## config.mk

```make
export PLATFORM = sky130hd
export DESIGN_NAME = http_request_header_tokenizer
export DESIGN_NICKNAME = d
export VERILOG_FILES = /design/src/hdl/hrht_pkg.sv /design/src/hdl/hrht_in_stage.sv /design/src/hdl/hrht_step.sv /design/src/hdl/http_request_header_tokenizer.sv
export VERILOG_INCLUDE_DIRS = /design/src /design/src/hdl
export SDC_FILE = /design/constraint.sdc
export NUM_CORES = 1
export LEC_CHECK = 0
export BUFFER_PORTS_ARGS = -buffer_cell sky130_fd_sc_hd__buf_2
export CAP_MARGIN = 0
export CORE_AREA = 2 2 85 87
export CTS_BUF_LIST = sky130_fd_sc_hd__clkbuf_2
export CTS_CLUSTER_SIZE = 14
export DETAILED_ROUTE_END_ITERATION = 8
export DIE_AREA = 0 0 87 89
export GPL_ROUTABILITY_DRIVEN = 1
export PLACE_DENSITY = 0.55
export RECOVER_POWER = 100
export SLEW_MARGIN = 20
export SYNTH_ARGS = -nofsm -noshare
export SYNTH_HDL_FRONTEND = slang
export SYNTH_HIERARCHICAL = 1
export SYNTH_SLANG_ARGS = --single-unit
```

## constraint.sdc

```tcl
create_clock -name clk_i -period 3.9 [get_ports clk_i]
set_input_delay 0.78 -clock clk_i [delete_from_list [all_inputs] [get_ports clk_i]]
set_output_delay 0.78 -clock clk_i [all_outputs]
set_load 0.05 [all_outputs]
```

## src/hdl/http_request_header_tokenizer_defines.svh

```systemverilog
// Assertion macros for the HTTP request header tokenizer.
`ifndef HTTP_REQUEST_HEADER_TOKENIZER_DEFINES_SVH
`define HTTP_REQUEST_HEADER_TOKENIZER_DEFINES_SVH

// Same-cycle implication, sampled on clk_i, off while in reset
`define HRHT_ASSERT_NOW(label, ante, cons, msg) \
  label: assert property (@(posedge clk_i) disable iff (!rst_ni) (ante) |-> (cons)) \
    else $error(msg);

// Next-cycle implication, sampled on clk_i, off while in reset
`define HRHT_ASSERT_NEXT(label, ante, cons, msg) \
  label: assert property (@(posedge clk_i) disable iff (!rst_ni) (ante) |=> (cons)) \
    else $error(msg);

`endif

```

## src/hdl/hrht_pkg.sv

```systemverilog
`timescale 1ns / 1ps
`default_nettype none

package hrht_pkg;

  // Parser phase
  typedef enum logic [3:0] {
    PH_METHOD   = 4'd0,
    PH_P_SECOND = 4'd1,
    PH_SKIP_M   = 4'd2,
    PH_URI      = 4'd3,
    PH_VERSION  = 4'd4,
    PH_LINE     = 4'd5,
    PH_NAME     = 4'd6,
    PH_LEADSP   = 4'd7,
    PH_VALUE    = 4'd8,
    PH_DROP     = 4'd9,
    PH_DONE     = 4'd10
  } phase_e;

  // Item kinds on the output stream
  typedef enum logic [2:0] {
    KIND_METHOD = 3'd0,
    KIND_URI    = 3'd1,
    KIND_NAME   = 3'd2,
    KIND_VALUE  = 3'd3,
    KIND_HEND   = 3'd4,
    KIND_REND   = 3'd5
  } kind_e;

  // Method codes
  localparam logic [3:0] METH_UNKNOWN = 4'd0;
  localparam logic [3:0] METH_GET     = 4'd1;
  localparam logic [3:0] METH_PUT     = 4'd2;
  localparam logic [3:0] METH_POST    = 4'd3;
  localparam logic [3:0] METH_HEAD    = 4'd4;
  localparam logic [3:0] METH_DELETE  = 4'd5;
  localparam logic [3:0] METH_TRACE   = 4'd6;
  localparam logic [3:0] METH_CONNECT = 4'd7;
  localparam logic [3:0] METH_OPTIONS = 4'd8;

  // Characters of interest
  localparam logic [7:0] CH_G     = 8'h47;
  localparam logic [7:0] CH_P     = 8'h50;
  localparam logic [7:0] CH_U     = 8'h55;
  localparam logic [7:0] CH_H     = 8'h48;
  localparam logic [7:0] CH_D     = 8'h44;
  localparam logic [7:0] CH_T     = 8'h54;
  localparam logic [7:0] CH_C     = 8'h43;
  localparam logic [7:0] CH_O     = 8'h4F;
  localparam logic [7:0] CH_COLON = 8'h3A;
  localparam logic [7:0] CH_CR    = 8'h0D;
  localparam logic [7:0] CH_LF    = 8'h0A;
  localparam logic [7:0] CH_SPACE = 8'h20;

  // Registered input byte
  typedef struct packed {
    logic       valid;
    logic [7:0] data_byte;
    logic       last_byte;
  } in_t;

  // One result item
  typedef struct packed {
    kind_e      item_kind;
    logic [7:0] item_byte;
    logic [3:0] method_code;
    logic       request_end;
  } item_t;

  // Method from the first letter (P is resolved by the second letter)
  function automatic logic [3:0] first_method(input logic [7:0] b);
    logic [3:0] m;
    case (b)
      CH_G:    m = METH_GET;
      CH_H:    m = METH_HEAD;
      CH_D:    m = METH_DELETE;
      CH_T:    m = METH_TRACE;
      CH_C:    m = METH_CONNECT;
      CH_O:    m = METH_OPTIONS;
      default: m = METH_UNKNOWN;
    endcase
    return m;
  endfunction

endpackage

`default_nettype wire

```

## src/hdl/hrht_in_stage.sv

```systemverilog
`timescale 1ns / 1ps
`default_nettype none

module hrht_in_stage (
  input  wire logic        clk_i,
  input  wire logic        rst_ni,
  input  wire logic        valid_i,
  output logic             ready_o,
  input  wire logic [7:0]  data_byte_i,
  input  wire logic        last_byte_i,
  input  wire logic        take_i,      // held byte is consumed this cycle
  output hrht_pkg::in_t    in_o
);

  import hrht_pkg::*;

  logic       valid_q, valid_d;
  logic [7:0] byte_q;
  logic       last_q;

  // Room when empty or when the held byte moves on this cycle
  assign ready_o = !valid_q || take_i;

  always_comb begin
    valid_d = valid_q;
    if (ready_o) begin
      valid_d = valid_i;
    end
  end

  // Valid flag
  always_ff @(posedge clk_i or negedge rst_ni) begin
    if (!rst_ni) begin
      valid_q <= 1'b0;
    end else begin
      valid_q <= valid_d;
    end
  end

  // Payload
  always_ff @(posedge clk_i) begin
    if (ready_o && valid_i) begin
      byte_q <= data_byte_i;
      last_q <= last_byte_i;
    end
  end

  assign in_o.valid     = valid_q;
  assign in_o.data_byte = byte_q;
  assign in_o.last_byte = last_q;

endmodule

`default_nettype wire

```

## src/hdl/hrht_step.sv

```systemverilog
`timescale 1ns / 1ps
`default_nettype none

module hrht_step (
  input  wire hrht_pkg::phase_e phase_i,
  input  wire logic [7:0]  data_byte_i,
  input  wire logic        last_byte_i,
  output hrht_pkg::phase_e phase_o,
  output logic             item_valid_o,
  output hrht_pkg::item_t  item_o
);

  import hrht_pkg::*;

  logic  emit;
  kind_e kind;
  logic [7:0] ibyte;
  logic [3:0] meth;
  phase_e nxt;

  // Next phase and item for one byte
  always_comb begin
    emit  = 1'b0;
    kind  = KIND_METHOD;
    ibyte = 8'd0;
    meth  = METH_UNKNOWN;
    nxt   = phase_i;
    case (phase_i)
      PH_P_SECOND: begin
        emit = 1'b1;
        meth = (data_byte_i == CH_U) ? METH_PUT : METH_POST;
        nxt  = (data_byte_i == CH_SPACE) ? PH_URI : PH_SKIP_M;
      end
      PH_SKIP_M: begin
        if (data_byte_i == CH_SPACE) nxt = PH_URI;
      end
      PH_URI: begin
        if (data_byte_i == CH_SPACE) begin
          nxt = PH_VERSION;
        end else begin
          emit  = 1'b1;
          kind  = KIND_URI;
          ibyte = data_byte_i;
        end
      end
      PH_VERSION: begin
        if (data_byte_i == CH_LF) nxt = PH_LINE;
      end
      PH_LINE: begin
        if (data_byte_i == CH_CR) begin
          emit = 1'b1;
          kind = KIND_REND;
          nxt  = PH_DONE;
        end else if (data_byte_i == CH_COLON) begin
          nxt = PH_LEADSP;
        end else begin
          emit  = 1'b1;
          kind  = KIND_NAME;
          ibyte = data_byte_i;
          nxt   = PH_NAME;
        end
      end
      PH_NAME: begin
        if (data_byte_i == CH_COLON) begin
          nxt = PH_LEADSP;
        end else begin
          emit  = 1'b1;
          kind  = KIND_NAME;
          ibyte = data_byte_i;
        end
      end
      PH_LEADSP: begin
        if (data_byte_i == CH_CR) begin
          emit = 1'b1;
          kind = KIND_HEND;
          nxt  = PH_DROP;
        end else if (data_byte_i != CH_SPACE) begin
          emit  = 1'b1;
          kind  = KIND_VALUE;
          ibyte = data_byte_i;
          nxt   = PH_VALUE;
        end
      end
      PH_VALUE: begin
        emit = 1'b1;
        if (data_byte_i == CH_CR) begin
          kind = KIND_HEND;
          nxt  = PH_DROP;
        end else begin
          kind  = KIND_VALUE;
          ibyte = data_byte_i;
        end
      end
      PH_DROP: begin
        nxt = PH_LINE;
      end
      PH_DONE: begin
        nxt = PH_DONE;
      end
      default: begin
        // awaiting the first method byte
        if (data_byte_i == CH_P) begin
          emit = last_byte_i;
          meth = METH_POST;
          nxt  = PH_P_SECOND;
        end else begin
          emit = 1'b1;
          meth = first_method(data_byte_i);
          nxt  = (data_byte_i == CH_SPACE) ? PH_URI : PH_SKIP_M;
        end
      end
    endcase

    // Last byte closes the request and rewinds the parser
    if (last_byte_i) begin
      if (!emit) begin
        emit  = 1'b1;
        kind  = KIND_REND;
        ibyte = 8'd0;
        meth  = METH_UNKNOWN;
      end
      nxt = PH_METHOD;
    end
  end

  assign phase_o             = nxt;
  assign item_valid_o        = emit;
  assign item_o.item_kind    = kind;
  assign item_o.item_byte    = ibyte;
  assign item_o.method_code  = meth;
  assign item_o.request_end  = last_byte_i;

endmodule

`default_nettype wire

```

## src/hdl/http_request_header_tokenizer.sv

```systemverilog
// Path: a byte accepted into the input register is decoded, and its item (if
//   any) is written into the output register, from which it can be taken.
// Throughput: one byte per clock; the input register and output register
//   sit around a single combinational decode step. Input stalls only while
//   an item waits in the output register with m_axis_tready_i low.
// Reset (rst_ni low, asynchronous): parser waits for the first method byte,
//   input and output stages are emptied.
`timescale 1ns / 1ps
`default_nettype none

`include "http_request_header_tokenizer_defines.svh"

module http_request_header_tokenizer (
  input  wire logic        clk_i,
  input  wire logic        rst_ni,
  // input stream
  input  wire logic        s_axis_tvalid_i,
  output logic             s_axis_tready_o,
  input  wire logic [7:0]  s_axis_tdata_i,   // [7:0] data_byte
  input  wire logic        s_axis_tlast_i,   // last_byte
  // item stream
  output logic             m_axis_tvalid_o,
  input  wire logic        m_axis_tready_i,
  output logic [15:0]      m_axis_tdata_o,   // [7:0] item_byte, [11:8] method_code
  output logic [2:0]       m_axis_tuser_o,   // [2:0] item_kind
  output logic             m_axis_tlast_o    // request_end
);

  import hrht_pkg::*;

  in_t    in_s;
  logic   advance;
  phase_e phase_q, phase_d;
  logic   step_valid;
  item_t  step_item;
  logic   out_valid_q, out_valid_d;
  item_t  out_q;

  // Held byte moves on whenever the output register has room
  assign advance = in_s.valid && (!out_valid_q || m_axis_tready_i);

  hrht_in_stage u_in_stage (
    .clk_i       (clk_i),
    .rst_ni      (rst_ni),
    .valid_i     (s_axis_tvalid_i),
    .ready_o     (s_axis_tready_o),
    .data_byte_i (s_axis_tdata_i),
    .last_byte_i (s_axis_tlast_i),
    .take_i      (advance),
    .in_o        (in_s)
  );

  hrht_step u_step (
    .phase_i      (phase_q),
    .data_byte_i  (in_s.data_byte),
    .last_byte_i  (in_s.last_byte),
    .phase_o      (phase_d),
    .item_valid_o (step_valid),
    .item_o       (step_item)
  );

  // Output register next state
  always_comb begin
    out_valid_d = out_valid_q;
    if (advance) begin
      out_valid_d = step_valid;
    end else if (m_axis_tready_i) begin
      out_valid_d = 1'b0;
    end
  end

  // Control state
  always_ff @(posedge clk_i or negedge rst_ni) begin
    if (!rst_ni) begin
      phase_q     <= PH_METHOD;
      out_valid_q <= 1'b0;
    end else begin
      out_valid_q <= out_valid_d;
      if (advance) begin
        phase_q <= phase_d;
      end
    end
  end

  // Item payload
  always_ff @(posedge clk_i) begin
    if (advance && step_valid) begin
      out_q <= step_item;
    end
  end

  assign m_axis_tvalid_o = out_valid_q;
  assign m_axis_tdata_o  = {4'd0, out_q.method_code, out_q.item_byte};
  assign m_axis_tuser_o  = out_q.item_kind;
  assign m_axis_tlast_o  = out_q.request_end;

  // Checks
  `HRHT_ASSERT_NOW(a_meth_only_on_method,
    out_valid_q && (out_q.item_kind != KIND_METHOD),
    out_q.method_code == METH_UNKNOWN, "method code on non-method item")
  `HRHT_ASSERT_NOW(a_byte_zero_no_data,
    out_valid_q && (out_q.item_kind == KIND_METHOD || out_q.item_kind == KIND_HEND ||
                    out_q.item_kind == KIND_REND),
    out_q.item_byte == 8'd0, "byte on item without data")
  `HRHT_ASSERT_NEXT(a_last_rewinds, advance && in_s.last_byte,
    phase_q == PH_METHOD, "parser not rewound after last byte")
  `HRHT_ASSERT_NEXT(a_last_gives_item, advance && in_s.last_byte,
    out_valid_q && out_q.request_end, "last byte gave no closing item")

endmodule

`default_nettype wire
```

==> metrics.txt <==
ant diodes=0; TritonRoute pass-1 iters=4; initial DRC count=between 150 and 200; antenna-violating nets left=0; initial antenna violation count=0; Final Cycle Share=between 70% and 80%; cell area power density=roughly 710 nW/um^2; reg-to-reg slack, setup=about 0.86 ns; Min Hold Slack=0.236 ns; gr usage total=12.0%; global placement routability congestion=around 0.96; max_cap viols=0; DP Cell Count=287; top_reg_cell synth=edfxtp_1; # H-tree levels=2; CTS Buf Count=5; Fin Clk Skew=0.0189 ns; Seq/Total Area, Yosys=45.3%; CTS tree=built; Initial Util=29.6%; setup tns final=0 ns; CP Class=flop to flop; CP startpoint kind=flop; RSZ-0062 raised after global routing=no; full die area=between 7000 and 8000 sq um; clock root buffer=clkbuf_2; Die Wd=approximately 87 um; Post-Syn Instances=190; Die Ht=just under 90 um; IO Pins=35; Worst-Skew Late Latency=about 0.38 ns; Final setup viols=0; reg-to-reg endpoint=m_axis_tdata_o[11]; Post-synth EDFFs=25; Tightest Hold Check Type=primary input to async pin; GRT overflow=0; vias=roughly 1500; clock period minus worst slack=3.04 ns; vias in the first global route=between 1000 and 1500; final hold vios=0; via/cell ratio=around 5.2; std cell rows=30; first-pass GRT wire length=between 7000 and 8000 um; final WL=between 4000 and 5000 um; CP max FO=16; clk slew on worst S/H paths=approximately 0.17 ns; Worst EP required=around 4.0 ns; Worst Setup SP=u_in_stage/byte_q[4]; Layout Cells excl Fill=roughly 300; VDD IR max=~0.00020 V; Synth async-reset ratio=between 10% and 20%; Leak=approximately 0.77 nW; Post-CTS Hold Buffers=0; Post-CTS Setup Bufs=0; Synth cell types=just under 60; worst-case headroom to the max-slew limit=32.6%; # nets final=227; Syn Area/Cell=10.5 sq um; slew of the pin with the lowest slew margin=around 1 ns; fmax=329 MHz; Critical Path AT=between 3 and 4 ns; Worst Setup EP=m_axis_tdata_o[11]; DRC errors left=0; post-synthesis register bit count=31; synth-to-layout area growth=3.46%; clock buffer depth=2; # resized after CTS=0; post-DP HPWL=around 3100 um; status=complete, no violations; largest net degree at the start of global routing=24; final max-slew violation count=0; drt wl/cell=14.9 um; crit end category=flop; Worst R2R Start=u_in_stage/byte_q[4]; Post-Syn Area=around 2000 sq um; area of the core=6720 sq um; port bufs=30; Register-to-Register Path Depth=8; layout cell share with drive strength beyond 1=13.0%; clock sinks=31; Yosys warnings=6
-- synthesized netlist by cell type, drive strengths merged (2+ instances only) --
library cell  instances  area, sq um
edfxtp               25          751
nand2                19         86.3
nor2                 18         67.6
a21oi                13         65.1
buf                  12         96.3
and2                  7         50.1
inv                   7         26.3
dfrtp                 6          150
nand2b                6         52.6
clkbuf                5         58.8
o21ai                 5         25.0
a31oi                 4         25.0
mux2                  4         60.1
nand3                 4         25.0
nand4                 4         25.0
nor2b                 4         25.0
nor3                  4         20.0
o31ai                 4         30.0
nor4                  3         33.8
and3                  2         18.8
nor4b                 2         23.8
o211ai                2         15.0
o22ai                 2         12.5
o2bb2ai               2         17.5
o311a                 2         20.0
xnor2                 2         17.5
-- metal layers --
metal | GRT usage [%] | part of all wire, % | vias up
li1 | - | - | 748
met1 | 16.4 | 46 | 702
met2 | 17.4 | 44 | 63
met3 | 3.23 | 7.5 | 11
met4 | 6.25 | 2.7 | 0
met5 | 0 | 0 | -
-- worst min path at each step --
stage	to	slack (ns)	cells past startpoint
2_1_floorplan	m_axis_tvalid_o	0.48	0
3_3_place_gp	m_axis_tvalid_o	0.61	1
3_5_place_dp	m_axis_tvalid_o	0.57	2
4_1_cts	phase_q[0]	0.18	1
5_1_grt	phase_q[0]	0.24	1
6_report	phase_q[0]	0.24	1
-- state kept, by name (all words and copies together) (netlist names) --
name	count
m_axis_tdata_o	12
u_in_stage/last_q	1
m_axis_tuser_o	3
u_in_stage/valid_q	1
m_axis_tlast_o	1
phase_q	4
u_in_stage/byte_q	8
m_axis_tvalid_o	1
-- final cells by class --
cell class / count / area [sq um]
multi-input combinational: 138 / 860
clock buffer: 6 / 30.0
tap: 80 / 100
fill: 708 / 4660
clock inverter: 2 / 7.51
timing repair buffer: 31 / 134
inverter: 7 / 26.3
sequential: 31 / 901
-- critical path, cell delays in order (launching register included) --
cell      delay (ns)
edfxtp_1        0.55
nor4_1          0.91
nand2_4         0.17
o311a_1         0.32
and3_1          0.21
o21bai_1        0.15
nand2_1         0.09
nor2b_1         0.11
buf_4           0.23
-- through the flow --
stage | util (%) | setup WS, ns | power [mW] | area [sq um]
global placement | 31.3 | 1.35 | 1.35 | 2100
floorplan | - | 1.09 | 1.23 | 2000
finish | 30.6 | 0.860 | 1.45 | 2060
CTS | 31.9 | 1.30 | 1.50 | 2140
detailed placement | 31.3 | 1.31 | 1.34 | 2100
global route | 30.6 | 0.626 | 1.56 | 2060
-- cells by family after synthesis --
kind of cell	count (synthesis)	synth area share [%]
AND/OR/NAND/NOR	79	24.2
AO/OA/AOI/OAI	49	17.3
flip-flops	31	45.3
buffers and inverters	24	9.12
multiplexers	4	3.02
XOR/XNOR	2	0.881
other	1	0.188
-- layout by cell type, fill, tap and decap left out, types with 3 or more instances in the layout --
cell type,netlist,routed
conb_1,1,4
nor2_1,18,18
o21ai_0,5,5
inv_1,7,7
nand2b_1,4,6
o31ai_1,4,4
and2_0,0,4
nand3_1,3,4
a21oi_1,13,13
nor2b_1,4,4
clkbuf_1,1,19
buf_2,2,11
nand4_1,4,4
dfrtp_1,6,6
a31oi_1,4,4
edfxtp_1,25,25
clkbuf_2,0,6
nor3_1,4,4
mux2_4,4,4
nand2_1,17,18
nor4_1,2,3
-- power breakdown --
group	internal, mW	leakage, nW	total (mW)	switching, mW
Combinational	0.206	0.422	0.713	0.507
Clock	0.0431	0.0281	0.152	0.109
Sequential	0.477	0.318	0.588	0.111
No activity file was read; power rests on OpenSTA's default activity.
